**src/usv_pkg.sv**
```systemverilog
// Shared types and constants of the UTF-8 string validator.
`timescale 1ns / 1ps
package usv_pkg;

    // Field widths
    localparam int BYTE_W  = 8;
    localparam int COUNT_W = 13;
    localparam int CP_W    = 21;

    // Byte class limits
    localparam logic [BYTE_W-1:0] CTRL_LIMIT = 8'h20;
    localparam logic [BYTE_W-1:0] DEL_CODE   = 8'h7f;
    localparam logic [BYTE_W-1:0] ASCII_END  = 8'h80;
    localparam logic [BYTE_W-1:0] LEAD2_MIN  = 8'hc2;
    localparam logic [BYTE_W-1:0] LEAD2_MAX  = 8'hdf;
    localparam logic [BYTE_W-1:0] LEAD3_MIN  = 8'he0;
    localparam logic [BYTE_W-1:0] LEAD3_MAX  = 8'hef;
    localparam logic [BYTE_W-1:0] LEAD4_MIN  = 8'hf0;
    localparam logic [BYTE_W-1:0] LEAD4_MAX  = 8'hf4;
    localparam logic [1:0]        CONT_TAG   = 2'b10;

    // Code point limits
    localparam logic [CP_W-1:0] CP_MAX     = 21'h10ffff;
    localparam logic [CP_W-1:0] SURR_MIN   = 21'h00d800;
    localparam logic [CP_W-1:0] SURR_MAX   = 21'h00dfff;
    localparam logic [CP_W-1:0] MIN_2BYTE  = 21'h000080;
    localparam logic [CP_W-1:0] MIN_3BYTE  = 21'h000800;
    localparam logic [CP_W-1:0] MIN_4BYTE  = 21'h010000;

    // Length limits
    localparam logic [COUNT_W-1:0] COUNT_MAX      = 13'd8191;
    localparam logic [COUNT_W-1:0] MAX_LEN_RESET  = 13'd4096;

    // Continuation counts of a sequence
    localparam logic [1:0] SEQ_NONE = 2'd0;
    localparam logic [1:0] SEQ_2    = 2'd1;
    localparam logic [1:0] SEQ_3    = 2'd2;
    localparam logic [1:0] SEQ_4    = 2'd3;

    // Queue between classifier and checker
    localparam int QUEUE_DEPTH = 2;
    localparam int QPTR_W      = $clog2(QUEUE_DEPTH);

    // One classified byte
    typedef struct packed {
        logic       last;       // final byte of the string
        logic       lead_err;   // not allowed where a lead byte is expected
        logic [1:0] lead_len;   // continuations that follow this lead
        logic [4:0] lead_bits;  // payload bits of the lead byte
        logic       cont_err;   // top bits are not a continuation tag
        logic [5:0] cont_bits;  // payload bits of a continuation byte
    } t_item;

endpackage

```
**src/usv_front.sv**
```systemverilog
// Front end: classifies each incoming byte both as a lead and as a continuation.
`timescale 1ns / 1ps
module usv_front
    import usv_pkg::*;
(
    input  logic              i_in_valid,
    input  logic [BYTE_W-1:0] i_data_byte,
    input  logic              i_last_byte,
    input  logic              i_push_ready,
    output logic              o_in_ready,
    output logic              o_push_valid,
    output t_item             o_push_item
);

    logic       w_is_lead2;
    logic       w_is_lead3;
    logic       w_is_lead4;
    logic       w_bad_ascii;
    logic       w_bad_high;

    // Decode lead byte ranges
    assign w_is_lead2  = (i_data_byte >= LEAD2_MIN) && (i_data_byte <= LEAD2_MAX);
    assign w_is_lead3  = (i_data_byte >= LEAD3_MIN) && (i_data_byte <= LEAD3_MAX);
    assign w_is_lead4  = (i_data_byte >= LEAD4_MIN) && (i_data_byte <= LEAD4_MAX);
    assign w_bad_ascii = (i_data_byte < CTRL_LIMIT) || (i_data_byte == DEL_CODE);
    assign w_bad_high  = (i_data_byte >= ASCII_END) && !w_is_lead2 && !w_is_lead3
                         && !w_is_lead4;

    // Build the classified request
    always_comb begin
        o_push_item           = '0;
        o_push_item.last      = i_last_byte;
        o_push_item.lead_err  = w_bad_ascii || w_bad_high;
        o_push_item.cont_err  = (i_data_byte[7:6] != CONT_TAG);
        o_push_item.cont_bits = i_data_byte[5:0];
        if (w_is_lead2) begin
            o_push_item.lead_len  = SEQ_2;
            o_push_item.lead_bits = i_data_byte[4:0];
        end else if (w_is_lead3) begin
            o_push_item.lead_len  = SEQ_3;
            o_push_item.lead_bits = {1'b0, i_data_byte[3:0]};
        end else if (w_is_lead4) begin
            o_push_item.lead_len  = SEQ_4;
            o_push_item.lead_bits = {2'b00, i_data_byte[2:0]};
        end else begin
            o_push_item.lead_len  = SEQ_NONE;
            o_push_item.lead_bits = '0;
        end
    end

    assign o_push_valid = i_in_valid;
    assign o_in_ready   = i_push_ready;

endmodule

```
**src/usv_queue.sv**
```systemverilog
// Short register queue between the classifier and the checker.
`timescale 1ns / 1ps
module usv_queue
    import usv_pkg::*;
(
    input  logic  i_clk,
    input  logic  i_rst_n,
    input  logic  i_push_valid,
    input  t_item i_push_item,
    output logic  o_push_ready,
    output logic  o_pop_valid,
    output t_item o_pop_item,
    input  logic  i_pop_ready
);

    t_item             r_mem [QUEUE_DEPTH];
    logic [QPTR_W-1:0] r_wr_ptr;
    logic [QPTR_W-1:0] r_rd_ptr;
    logic [QPTR_W:0]   r_count;
    logic              w_push;
    logic              w_pop;

    assign o_push_ready = (r_count != QPTR_W'(0) + (QPTR_W+1)'(QUEUE_DEPTH));
    assign o_pop_valid  = (r_count != '0);
    assign o_pop_item   = r_mem[r_rd_ptr];
    assign w_push       = i_push_valid && o_push_ready;
    assign w_pop        = o_pop_valid && i_pop_ready;

    // Advance pointers and occupancy
    always_ff @(posedge i_clk) begin
        if (!i_rst_n) begin
            r_wr_ptr <= '0;
            r_rd_ptr <= '0;
            r_count  <= '0;
        end else begin
            if (w_push) begin
                r_wr_ptr <= r_wr_ptr + QPTR_W'(1);
            end
            if (w_pop) begin
                r_rd_ptr <= r_rd_ptr + QPTR_W'(1);
            end
            if (w_push && !w_pop) begin
                r_count <= r_count + (QPTR_W+1)'(1);
            end else if (w_pop && !w_push) begin
                r_count <= r_count - (QPTR_W+1)'(1);
            end
        end
    end

    // Store the incoming request
    always_ff @(posedge i_clk) begin
        if (w_push) begin
            r_mem[r_wr_ptr] <= i_push_item;
        end
    end

endmodule

```
**src/usv_back.sv**
```systemverilog
// Back end: tracks the sequence state of the string and registers the verdict.
`timescale 1ns / 1ps
module usv_back
    import usv_pkg::*;
(
    input  logic               i_clk,
    input  logic               i_rst_n,
    input  logic [COUNT_W-1:0] i_max_length,
    input  logic               i_pop_valid,
    input  t_item              i_pop_item,
    output logic               o_pop_ready,
    output logic               o_out_valid,
    input  logic               i_out_ready,
    output logic               o_string_valid
);

    logic [COUNT_W-1:0] r_byte_count;
    logic [1:0]         r_pending;
    logic [1:0]         r_seq_len;
    logic [CP_W-1:0]    r_code_point;
    logic               r_error;
    logic               r_out_valid;
    logic               r_string_valid;

    logic [COUNT_W-1:0] n_byte_count;
    logic [1:0]         n_pending;
    logic [1:0]         n_seq_len;
    logic [CP_W-1:0]    n_code_point;
    logic               n_error;
    logic               n_string_valid;

    logic [COUNT_W:0]   w_next_count;
    logic               w_pop;

    // Take a byte unless a final byte would meet a full output register
    assign o_pop_ready = !i_pop_item.last || !r_out_valid || i_out_ready;
    assign w_pop       = i_pop_valid && o_pop_ready;

    assign w_next_count = {1'b0, r_byte_count} + (COUNT_W+1)'(1);

    // Update the string state for one byte
    always_comb begin
        n_error        = r_error;
        n_pending      = r_pending;
        n_seq_len      = r_seq_len;
        n_code_point   = r_code_point;
        n_string_valid = 1'b0;

        if (w_next_count > {1'b0, i_max_length}) begin
            n_error = 1'b1;
        end
        n_byte_count = (w_next_count > {1'b0, COUNT_MAX}) ? COUNT_MAX
                                                          : w_next_count[COUNT_W-1:0];

        if (r_pending == SEQ_NONE) begin
            // Lead byte expected
            if (i_pop_item.lead_err) begin
                n_error = 1'b1;
            end else if (i_pop_item.lead_len != SEQ_NONE) begin
                n_pending    = i_pop_item.lead_len;
                n_seq_len    = i_pop_item.lead_len;
                n_code_point = {{(CP_W-5){1'b0}}, i_pop_item.lead_bits};
            end
        end else begin
            // Continuation byte expected
            if (i_pop_item.cont_err) begin
                n_error = 1'b1;
            end
            n_code_point = {r_code_point[CP_W-7:0], i_pop_item.cont_bits};
            n_pending    = r_pending - 2'd1;
            if (n_pending == SEQ_NONE) begin
                if ((r_seq_len == SEQ_2 && n_code_point < MIN_2BYTE) ||
                    (r_seq_len == SEQ_3 && n_code_point < MIN_3BYTE) ||
                    (r_seq_len == SEQ_4 && n_code_point < MIN_4BYTE) ||
                    (n_code_point > CP_MAX) ||
                    (n_code_point >= SURR_MIN && n_code_point <= SURR_MAX)) begin
                    n_error = 1'b1;
                end
            end
        end

        // Close the string on its final byte
        if (i_pop_item.last) begin
            if (n_pending != SEQ_NONE) begin
                n_error = 1'b1;
            end
            n_string_valid = !n_error;
            n_byte_count   = '0;
            n_pending      = SEQ_NONE;
            n_seq_len      = SEQ_NONE;
            n_code_point   = '0;
            n_error        = 1'b0;
        end
    end

    // Hold the string state
    always_ff @(posedge i_clk) begin
        if (!i_rst_n) begin
            r_byte_count <= '0;
            r_pending    <= SEQ_NONE;
            r_seq_len    <= SEQ_NONE;
            r_code_point <= '0;
            r_error      <= 1'b0;
        end else if (w_pop) begin
            r_byte_count <= n_byte_count;
            r_pending    <= n_pending;
            r_seq_len    <= n_seq_len;
            r_code_point <= n_code_point;
            r_error      <= n_error;
        end
    end

    // Hold the verdict until it is taken
    always_ff @(posedge i_clk) begin
        if (!i_rst_n) begin
            r_out_valid <= 1'b0;
        end else if (w_pop && i_pop_item.last) begin
            r_out_valid <= 1'b1;
        end else if (i_out_ready) begin
            r_out_valid <= 1'b0;
        end
    end

    always_ff @(posedge i_clk) begin
        if (w_pop && i_pop_item.last) begin
            r_string_valid <= n_string_valid;
        end
    end

    assign o_out_valid    = r_out_valid;
    assign o_string_valid = r_string_valid;

endmodule

```
**src/utf8_string_validator_core.sv**
```systemverilog
// Top level of the UTF-8 string validator.
`timescale 1ns / 1ps
// The block takes one string byte per cycle while o_in_ready is high and
// checks it for well-formed UTF-8 text without NUL, control bytes below 0x20
// or DEL, and with a length no larger than max_length (reset 4096). Mark the
// final byte with i_last_byte; once that byte has passed the queue and the
// checker's output register, o_string_valid shows the verdict for the whole
// string and holds until o_out_valid meets i_out_ready.
// Other bytes give no result. A two-entry queue between the byte classifier
// and the checker absorbs a stalled output. Write max_length only while no
// string is in flight.
module utf8_string_validator_core
    import usv_pkg::*;
(
    input  logic               i_clk,
    input  logic               i_rst_n,
    input  logic               i_in_valid,
    output logic               o_in_ready,
    input  logic [BYTE_W-1:0]  i_data_byte,
    input  logic               i_last_byte,
    output logic               o_out_valid,
    input  logic               i_out_ready,
    output logic               o_string_valid,
    input  logic               i_cfg_valid,
    output logic               o_cfg_ready,
    input  logic [COUNT_W-1:0] i_cfg_max_length
);

    logic [COUNT_W-1:0] r_max_length;
    logic               w_push_valid;
    logic               w_push_ready;
    t_item              w_push_item;
    logic               w_pop_valid;
    logic               w_pop_ready;
    t_item              w_pop_item;

    // Length limit register
    assign o_cfg_ready = 1'b1;

    always_ff @(posedge i_clk) begin
        if (!i_rst_n) begin
            r_max_length <= MAX_LEN_RESET;
        end else if (i_cfg_valid) begin
            r_max_length <= i_cfg_max_length;
        end
    end

    usv_front u_front (
        .i_in_valid   (i_in_valid),
        .i_data_byte  (i_data_byte),
        .i_last_byte  (i_last_byte),
        .i_push_ready (w_push_ready),
        .o_in_ready   (o_in_ready),
        .o_push_valid (w_push_valid),
        .o_push_item  (w_push_item)
    );

    usv_queue u_queue (
        .i_clk        (i_clk),
        .i_rst_n      (i_rst_n),
        .i_push_valid (w_push_valid),
        .i_push_item  (w_push_item),
        .o_push_ready (w_push_ready),
        .o_pop_valid  (w_pop_valid),
        .o_pop_item   (w_pop_item),
        .i_pop_ready  (w_pop_ready)
    );

    usv_back u_back (
        .i_clk          (i_clk),
        .i_rst_n        (i_rst_n),
        .i_max_length   (r_max_length),
        .i_pop_valid    (w_pop_valid),
        .i_pop_item     (w_pop_item),
        .o_pop_ready    (w_pop_ready),
        .o_out_valid    (o_out_valid),
        .i_out_ready    (i_out_ready),
        .o_string_valid (o_string_valid)
    );

    // A verdict appears only after a final byte left the queue
    a_out_from_last: assert property (@(posedge i_clk) disable iff (!i_rst_n)
        $rose(o_out_valid) |-> $past(w_pop_valid && w_pop_ready && w_pop_item.last))
        else $error("verdict without a final byte");

    // A final byte never overwrites a verdict that is still waiting
    a_no_overwrite: assert property (@(posedge i_clk) disable iff (!i_rst_n)
        (w_pop_valid && w_pop_ready && w_pop_item.last) |-> (!o_out_valid || i_out_ready))
        else $error("verdict overwritten");

    // Input stalls only while the queue holds bytes
    a_stall_needs_backlog: assert property (@(posedge i_clk) disable iff (!i_rst_n)
        !o_in_ready |-> w_pop_valid)
        else $error("input stalled with empty queue");

endmodule
```
**config.mk**
```make
export PLATFORM = sky130hd
export DESIGN_NAME = utf8_string_validator_core
export DESIGN_NICKNAME = d
export VERILOG_FILES = /design/src/usv_pkg.sv /design/src/usv_front.sv /design/src/usv_queue.sv /design/src/usv_back.sv /design/src/utf8_string_validator_core.sv
export SDC_FILE = /design/constraint.sdc
export NUM_CORES = 1
export LEC_CHECK = 0
export BUFFER_PORTS_ARGS = -buffer_cell sky130_fd_sc_hd__buf_4
export CAP_MARGIN = 5
export CORE_MARGIN = 8
export CORE_UTILIZATION = 39
export DETAILED_ROUTE_END_ITERATION = 8
export PLACE_DENSITY = 0.69
export SLEW_MARGIN = 20
export SYNTH_ARGS = -nofsm -noshare
export SYNTH_HDL_FRONTEND = slang
export SYNTH_HIERARCHICAL = 1
export SYNTH_SLANG_ARGS = --single-unit
```
**constraint.sdc**
```tcl
create_clock -name i_clk -period 2.2 [get_ports i_clk]
set_clock_uncertainty 0.1 [all_clocks]
set_input_delay 0.22 -clock i_clk [delete_from_list [all_inputs] [get_ports i_clk]]
set_output_delay 0.22 -clock i_clk [all_outputs]
set_load 0.005 [all_outputs]
```
# Yosys cells after proc, flatten, opt, wreduce, memory -nomap -nowiden
# Memory sizes are Yosys's and may differ from the RTL's. A register that Yosys moved wholly into a read port is not among the register bits.
# Index checks and enable logic that the tools add are counted.
[word_totals] inputBits=27 register_bits=52 wordCells=119 output_inout_bits=4 ram_bits=32 n_memories=1
[memory_table] memory="u_queue.r_mem" words=2 width=16 rd=1 rd_ports_with_merged_regs=1 write_ports=1 line_no="usv_queue.sv:16" text="t_item r_mem [QUEUE_DEPTH];"
[op_classes] order_cmp=16 n_mux=34 reduce_logical=42 eq_ne=9 n_addsub=6
[ops] operator="15-bit 2-to-1 mux" n=4
[ops] operator="8-bit >= comparator (second input constant)" n=4
[ops] operator="13-bit 2-to-1 mux" n=2
[ops] operator="8-bit <= comparator (second input constant)" n=3
[ops] operator="21-bit by 16-bit >= comparator with 1-bit output (second input constant)" n=1
[ops] operator="21-bit greater-than comparator (second input constant)" n=1
[ops] operator="21-bit by 16-bit <= comparator with 1-bit output (second input constant)" n=1
[ops] operator="21-bit by 12-bit < comparator with 1-bit output (second input constant)" n=1
[ops] operator="21-bit by 17-bit < comparator with 1-bit output (second input constant)" n=1
[ops] operator="21-bit by 8-bit < comparator with 1-bit output (second input constant)" n=1
[ops] operator="7-bit 2-to-1 mux" n=3
[ops] operator="2-bit 2-to-1 mux" n=10
[ops] operator="1-bit logical AND" n=15
[ops] operator="1-bit 2-to-1 mux" n=15
[ops] operator="13-bit by 1-bit adder with 14-bit output (second input constant)" n=1
[ops] operator="14-bit by 13-bit greater-than comparator with 1-bit output" n=1
[ops] operator="14-bit by 13-bit greater-than comparator with 1-bit output (second input constant)" n=1
[ops] operator="2-bit nonzero test" n=7
[ops] operator="8-bit by 7-bit equality test with 1-bit output (second input constant)" n=1
[ops] operator="1-bit logical NOT" n=8
[ops] operator="1-bit logical OR" n=8
[ops] operator="8-bit by 6-bit < comparator with 1-bit output (second input constant)" n=1
[ops] operator="3-bit by 2-bit inequality test with 1-bit output (second input constant)" n=2
[ops] operator="2-bit equality test (second input constant)" n=2
[ops] operator="other kinds (9)" n=13

# Logic depth before layout (Yosys ltp)
# Gate-level depths: netlist (run 1).
[depth] depth_word=12 depth_mapped=11 mapped_depth_nobuf=10

# Cells and area by module
# Netlist (run 1), hierarchy kept.
[modules_own_cells] mod="usv_back" instances=1 cells_each=285 area_per_inst_um2=2352.3 seq_area_each_um2=710.7
[modules_own_cells] mod="usv_queue" instances=1 cells_each=74 area_per_inst_um2=1393.8 seq_area_each_um2=1061.0
[modules_own_cells] mod="utf8_string_validator_core" instances=1 cells_each=44 area_per_inst_um2=515.5 seq_area_each_um2=260.2
[modules_own_cells] mod="usv_front" instances=1 cells_each=35 area_per_inst_um2=219.0 seq_area_each_um2=0.0

# Worst setup path before layout (run 1)
# Ideal clock, no wire load.
[synth_path] kind="reg2reg" start="register u_back.r_byte_count[2]" end="register u_back.r_error" path_buffers=1 synth_period_minus_slack_ps=2385 setup_ps=116 stages_incl_launch_ff=12 t_arrival_ps=2169 t_required_ps=1984 path_slack_ps=-185 cell_sequence="dfxtp_1 -> and4_1 -> buf_6 -> nand4_4 -> nor2_2 -> xor2_1 -> ha_1 -> nand4_1 -> o21ai_0 -> a211oi_1 -> a21oi_1 -> o211a_1"
[synth_between] elab_chain_len=8 elab_cells_between_ends=9 classes_between="add/sub (1); order compare (1); mux (7)"
[synth_rtl] item="from (decl)" line_no="usv_back.sv:17" text="logic [COUNT_W-1:0] r_byte_count;"
[synth_rtl] item="from (signal assigned)" line_no="usv_back.sv:105" text="r_byte_count <= n_byte_count;"
[synth_rtl] item="13-bit by 1-bit adder with 14-bit output (*)" line_no="usv_back.sv:39" text="assign w_next_count = {1'b0, r_byte_count} + (COUNT_W+1)'(1);"
[synth_rtl] item="14-bit by 13-bit greater-than comparator with 1-bit output (*)" line_no="usv_back.sv:49" text="if (w_next_count > {1'b0, i_max_length}) begin"
[synth_rtl] item="1-bit 2-to-1 mux (*)" line_no="usv_back.sv:49"
[synth_rtl] item="1-bit 2-to-1 mux" line_no="usv_back.sv:66" text="if (i_pop_item.cont_err) begin"
[synth_rtl] item="1-bit 2-to-1 mux" line_no="usv_back.sv:72" text="if ((r_seq_len == SEQ_2 && n_code_point < MIN_2BYTE) ||"
[synth_rtl] item="1-bit 2-to-1 mux" line_no="usv_back.sv:71" text="if (n_pending == SEQ_NONE) begin"
[synth_rtl] item="1-bit 2-to-1 mux (*)" line_no="usv_back.sv:55" text="if (r_pending == SEQ_NONE) begin"
[synth_rtl] item="1-bit 2-to-1 mux (*)" line_no="usv_back.sv:83" text="if (i_pop_item.last) begin"
[synth_rtl] item="to (signal assigned)" line_no="usv_back.sv:109" text="r_error <= n_error;"
[synth_rtl] item="to (decl)" line_no="usv_back.sv:21" text="logic r_error;"
# Mark *: on every way between the ends. The rest lies on a longest branch, timed or not.
# A chain may end at the register's enable or synchronous reset.

# Worst setup path after layout (run 1)
[layout_path] start="register u_back.r_byte_count[0]" end="register u_back.r_string_valid, in the netlist u_back/o_string_valid, data pin"
[layout_between] elab_chain_len=10 elab_cells_between_ends=11 classes_between="add/sub (1); order compare (1); mux (8); reduce/logical (1)"
[layout_rtl] item="13-bit by 1-bit adder with 14-bit output (*)" line_no="usv_back.sv:39"
[layout_rtl] item="14-bit by 13-bit greater-than comparator with 1-bit output (*)" line_no="usv_back.sv:49"
[layout_rtl] item="1-bit 2-to-1 mux (*)" line_no="usv_back.sv:49"
[layout_rtl] item="1-bit 2-to-1 mux" line_no="usv_back.sv:66"
[layout_rtl] item="1-bit 2-to-1 mux" line_no="usv_back.sv:72"
[layout_rtl] item="1-bit 2-to-1 mux" line_no="usv_back.sv:71"
[layout_rtl] item="1-bit 2-to-1 mux (*)" line_no="usv_back.sv:55"
[layout_rtl] item="1-bit 2-to-1 mux (*)" line_no="usv_back.sv:84" text="if (n_pending != SEQ_NONE) begin"
[layout_rtl] item="1-bit 2-to-1 mux (*)" line_no="usv_back.sv:83"
[layout_rtl] item="1-bit logical NOT (*)" line_no="usv_back.sv:87" text="n_string_valid = !n_error;"
[layout_rtl] item="to (signal assigned)" line_no="usv_back.sv:126" text="r_string_valid <= n_string_valid;"
[layout_rtl] item="to (decl)" line_no="usv_back.sv:23" text="logic r_string_valid;"
# Mark *: on every way between the ends. The rest lies on a longest branch, timed or not. The select of a mux whose other input is x is not followed.

==> results of run 1 <==
worst max path at each step:
stage | slack, ns | from | depth (start not counted) | to
CTS | -0.18 | u_back/r_byte_count[0] | 10 | u_back/o_string_valid
finish | -0.20 | u_back/r_byte_count[0] | 10 | u_back/o_string_valid
detailed placement | -0.21 | u_back/r_byte_count[0] | 10 | u_back/o_string_valid
global route | -0.34 | u_back/r_byte_count[0] | 10 | u_back/o_string_valid
global placement | -0.14 | u_back/r_byte_count[0] | 10 | u_back/o_string_valid
floorplan | -0.07 | u_back/r_byte_count[0] | 10 | u_back/o_string_valid
cell usage in the layout (no fill, tap or decap), drive strengths merged, types with 18 or more instances in the layout:
cell / n
a21oi: 25
edfxtp: 33
a21boi: 18
nand2: 30
nor2b: 24
nand3: 19
mux2i: 18
dfxtp: 52
inv: 28
buf: 79
cells in the mapped netlist, drive strengths merged, types with 2 or more instances:
cell,count
a21boi,18
nand4,10
mux2i,18
nand2,30
nand3b,4
dfxtp,52
ha,16
and2,8
xor2,5
clkbuf,7
a21oi,25
buf,22
or4,2
a21o,2
a31oi,2
nand2b,5
nor3,13
nor2b,24
nand3,19
edfxtp,33
nor2,16
or3,4
o221a,4
xnor2,9
nor4,3
inv,23
a211oi,5
and3,8
o21ai,14
o21bai,3
mux2,16
final cells by class:
cell class	instances	share of cell area
Clock inverter	7	0.0115
Multi-Input combinational cell	301	0.404
Timing Repair Buffer	85	0.120
Inverter	23	0.0158
Clock buffer	9	0.0413
Tap cell	143	0.0328
Sequential cell	85	0.375
logic make-up (layout without fill, tap and decap cells):
kind of cell | after synthesis | in the layout
DFF | 85 | 85
muxes | 34 | 34
adders and majority gates | 16 | 16
and+or+nand+nor | 153 | 153
buffers and inverters | 52 | 124
AOI/OAI and AO/OA | 83 | 83
xor gates and xnor gates | 14 | 14
other | 1 | 1
metal layers:
layer	GRT usage	vias to the layer above
met5	0	-
met2	0.218	48
met4	0.0497	0
met3	0.0365	10
met1	0.152	1604
li1	-	1693
state kept, by name, summed over array words and instances (netlist names), named ones only:
register and cells:
u_queue/r_mem 32, u_queue/r_wr_ptr 1, u_queue/r_rd_ptr 1, u_back/r_seq_len 2, r_max_length 13, u_back/o_out_valid 1
u_back/r_byte_count 13, u_back/r_code_point 15, u_queue/r_count 2, u_back/r_error 1, u_back/r_pending 2, u_back/o_string_valid 1
worst register-to-register path: stages, from the launching register on:
cell and delay [ns]:
dfxtp_4 0.36, and4_1 0.20, buf_6 0.13, nand4_4 0.10
nor2_4 0.12, xor2_1 0.07, ha_1 0.33, nand4_1 0.15
a311o_1 0.31, a21oi_2 0.20, nor3_2 0.07
through the flow:
step | std cells | power [uW]
floorplan | 438 | 3060
global placement | 629 | 3440
detailed placement | 629 | 3490
CTS | 653 | 4980
global route | 653 | 5240
finish | 653 | 4950
timing repair:
action,CTS,global route
pin swaps,3,1
hold endpoints to repair,11,0
endpoints found under the setup margin,10,16
gates resized for setup,4,5
hold buffers,6,0
setup buffers,2,0
report_power, final:
group / switching (uW) / internal [uW] / leakage [uW] / total, uW
Combinational: 847 / 677 / 0.00135 / 1520
Clock: 671 / 792 / 0.000145 / 1460
Sequential: 123 / 1840 / 0.000738 / 1970
==> flow_summary.toml, run 1 <==
[run_status]
outcome = "complete, but fails checks"
violations = "setup timing"

[finish]
num_antenna_cells = 0
final_nets = 548
regArea_mm2 = 0.00204
nFillCells = 1042
utilization = 0.482
final_area_mm2 = 0.00546
syn2layout_area_growth_pct = 21.8
layout-drive-gt1-share = 0.278
multiInputGateArea_mm2 = 0.00220

[logic_synthesis]
synth_simple_gate_area_share = 0.199
synthMuxAreaShare = 0.0804
synth_enable_flop_cells = 33
synth-xor-area-share = 0.0274
yosysTopAreaCellShare = 0.232
synth_top_family_by_area = "simple AND/OR/NAND/NOR gates"
synth-seq-cells = 85
syn-cell-area_mm2 = 0.00448
yosys-top-cells-area = "dfxtp_1 (23%), edfxtp_1 (22%), ha_1 (4.5%)"
synth_cell_types = 65
synth_top_cell_by_area = "dfxtp_1"
synth_ff_type = "dfxtp_1"
synth-seq-area-share = 0.454
syn_area_per_cell_um2 = 10.2
synth-compound-area-share = 0.126
synth_adder_area_share = 0.0447
yosysWarnings = 6
synthArstFlopShare = 0
synthCells = 438
synth_nets = 481

[critical_path]
cpMaxStageDelayCell = "dfxtp_4"
r2r-start = "u_back/r_byte_count[0]"
slowest_delay_ns = 0.36
worst-path-buf-inv = 1
cp-end-kind = "flop"
worst-setup-path-type = "flop to flop"
ff2ff_path_depth = 10
crit_arrival_ns = 2.40
path_cells = "and4_1 > buf_6 > nand4_4 > nor2_4 > xor2_1 > ha_1 > nand4_1 > a311o_1 > a21oi_2 > nor3_2"
cp-start-kind = "flop"
cp.required_ns = 2.19
cp_max_fo = 5
crit_family = "simple AND/OR/NAND/NOR gates"
worst_r2r_endpoint = "u_back/o_string_valid"
r2r_slack_ns = -0.20

[global_route]
grt_pass1_wl_mm = 15.7
grt_start_max_net_pins = 54
grt_usage = 0.129
antenna_found_initial = 0
grt_overflow = 0
grt_pass1_vias = 3334

[sta]
max_freq_mhz = 416
fin_crit_ns = 2.40
finalWorstSetupSlack_ns = -0.204
min_period_over_period = 1.09
setup_viol = 2
slew_violations = 0
finalHoldViolations = 0
rsz0062_at_grt = "true"
final.setup.tns_ns = -0.353
holdWs_ns = 0.0143

[job]
cap_violations = 0

[routing]
drt-initial-drc-count = 217
wl_per_cell_um = 14.1
viasPerCell = 5.14
postRouteAntennaNets = 0
highest_layer = "met4"
detailroute.via_count = 3355
drt_wl_total_mm = 9.23
route.detailed.drc = 0
met3_length_um = 340
dr.pass1.iters = 5
wl_met2_mm = 4.55
wl_met1_mm = 4.21

[hold_path]
hp-class = "input pin to flop"
min_to = "u_queue/r_mem[1][4]"
hp-start = "i_data_byte[4]"
hold_depth = 1

[cts]
cts_made_buffers = 9
cts_sinks = 85
cts_buffer_depth = 2
cts_tree = "yes"
cts_root_buf = "clkbuf_16"
insertion_delay_ns = 0.35
clk_pin_slew_worst_paths_ns = 0.07
ctsHtreeMaxLevel = 3

[placement]
dpl_cell_area_mm2 = 0.00506
numPortBuffers = 29
place_hpwl_mm = 6.65
routabilityCongestion = 0.828
pre_cts_ws_ns = -0.214

[die]
die_h_um = 123
io_pins = 31
die_area_mm2 = 0.0152
core-area_mm2 = 0.0113
initial_core_util = 0.396
num_rows = 39
dieWidth_um = 123

[power]
power_leakage_uw = 0.00223
ir_drop_mv = 0.678
power_density_mw_per_mm2 = 908
(Power assumes the default switching activity.)
==> run 2: changes to the inputs <==
- PLACE_DENSITY: 0.69 -> 0.67
==> flow_summary.toml, run 2 (synthesis gave the netlist of run 1 again) <==
[run_status]
outcome = "complete, but fails checks"
violations = "setup timing"

[finish]
layout_common_cells = "buf_4 (73), dfxtp_1 (47), edfxtp_1 (33)"
syn2layout_area_growth_pct = 20.9
num_antenna_cells = 0
regArea_mm2 = 0.00204
layout-drive-gt1-share = 0.266
final_area_mm2 = 0.00542
nFillCells = 1061
top_regs = "u_queue/r_mem: 32 flops, u_back/r_code_point: 15 flops"
layout_commonest_cell = "buf_4"
largest_register = "u_queue/r_mem"
multiInputGateArea_mm2 = 0.00219
largest_register_ffs = 32
final_nets = 541

[global_route]
grt_start_max_net_pins = 54
grt_pass1_wl_mm = 15.8
grt_overflow = 0
grt_pass1_vias = 3366
antenna_found_initial = 0
grt_usage = 0.130

[routing]
wl_per_cell_um = 14.2
dr.pass1.iters = 5
viasPerCell = 5.15
route.detailed.drc = 0
detailroute.via_count = 3326
drt-initial-drc-count = 199
postRouteAntennaNets = 0
drt_wl_total_mm = 9.19

[placement]
routabilityCongestion = 0.782
place_hpwl_mm = 6.55
dpl_cell_area_mm2 = 0.00501
numPortBuffers = 29
pre_cts_ws_ns = -0.285

[critical_path]
worst-setup-path-type = "flop to flop"
cp.required_ns = 2.33
slowest_delay_ns = 0.37
crit_path_start = "u_back/r_byte_count[0]"
crit_arrival_ns = 2.54
cp-end-kind = "flop"
cpMaxStageDelayCell = "dfxtp_4"
r2r-start = "u_back/r_byte_count[0]"
cp_max_fo = 3
path_cells = "ha_4 > and3_4 > nand4_1 > xnor2_1 > ha_1 > nand4_1 > o21ai_1 > a211oi_2 > a21oi_2 > o211a_1"
cp_common_cell = "nand4_1"
cp-start-kind = "flop"

[sta]
worst_slew_pin_slew_ns = 0.603
finalWorstSetupSlack_ns = -0.204
fin_crit_ns = 2.40
holdWs_ns = 0.0191
slew_headroom = 0.597
rsz0062_at_grt = "true"
setup_viol = 2
max_freq_mhz = 416
min_period_over_period = 1.09
slew_violations = 0
finalHoldViolations = 0

[power]
pwr-share-comb = 0.295
switching_power_uw = 1610
power_density_mw_per_mm2 = 929
p_clk_frac = 0.315
ir_drop_mv = 0.729
power_uw = 5030
internal_power_uw = 3420
switching_share = 0.320
power_frac_seq = 0.390
power_leakage_uw = 0.00220

[die]
initial_core_util = 0.396
die_h_um = 123
die_area_mm2 = 0.0152
io_pins = 31
num_rows = 39
dieWidth_um = 123
core-area_mm2 = 0.0113

[cts]
cts_made_buffers = 9
cts_root_buf = "clkbuf_16"
insertion_delay_ns = 0.34
cts_sinks = 85
cts_buffer_depth = 2
clk_pin_slew_worst_paths_ns = 0.07
ctsHtreeMaxLevel = 3
cts_tree = "yes"

[hold_path]
hp-start = "i_data_byte[3]"
hp-class = "input pin to flop"

[job]
cap_violations = 0
==> run 2: cell count changes in the layout (fill, tap and decap cells not counted), sizes merged <==
cell	before	now
buf	79	73
dlygate4sd3	6	5
bufinv	0	1
clkbuf	9	10
inv	28	26
==> run 2: worst paths after layout <==
check,slack (ns),endpoint,cells after the start
max,-0.20,u_back/r_error,10
min,0.02,u_queue/r_mem[0][3],1
max reg2reg,-0.20,u_back/r_error,10
min reg2reg,0.35,u_back/r_code_point[13],2
==> run 2: per-layer routing <==
metal  track usage  up-vias  part of all wire
met5             0        -                 0
met4        0.0557        0             0.016
met3        0.0352       11             0.044
met2         0.217       60              0.48
met1         0.155     1571              0.46
li1              -     1684                 -
==> run 2: final cells by class <==
| type | instances | area share |
|---|---|---|
| clock buffer | 10 | 0.0441 |
| sequential | 85 | 0.377 |
| clock inverter | 6 | 0.0146 |
| multi-input combinational | 301 | 0.405 |
| inverter | 23 | 0.0159 |
| tap | 143 | 0.0330 |
| timing repair buffer | 78 | 0.110 |
==> run 2: per-stage QoR <==
| step | setup TNS [ns] | utilization | std cells |
|---|---|---|---|
| after floorplan | -0.141 | - | 438 |
| after CTS | -0.386 | 0.478 | 646 |
| final | -0.402 | 0.478 | 646 |
| after detailed placement | -0.567 | 0.443 | 623 |
| after global placement | -0.391 | 0.443 | 623 |
| after global routing | -0.652 | 0.478 | 646 |
==> run 2: what timing repair did <==
item | in CTS | in global routing
pin swaps | 3 | 2
hold buffers | 5 | 0
endpoints found under the setup margin | 2 | 10
buffers inserted | 2 | 0
gates cloned | 0 | 0
endpoints found under the hold margin | 9 | 0
resized for setup | 5 | 1
==> run 2: critical path: cells and delay by family (launching register included) <==
family	cells	cell delay, ns
compound gates	4	0.65
xor+xnor	1	0.26
fa+ha+maj	2	0.44
flops	1	0.37
simple gates	3	0.47
==> run 2: power by group through the flow <==
stage	logic [uW]	registers (uW)	clock network, uW
4_1_cts	1480	1960	1630
3_5_place_dp	1460	1990	0
6_report	1480	1960	1580
2_1_floorplan	1110	1950	0
5_1_grt	1640	1980	1680
3_3_place_gp	1440	1980	0
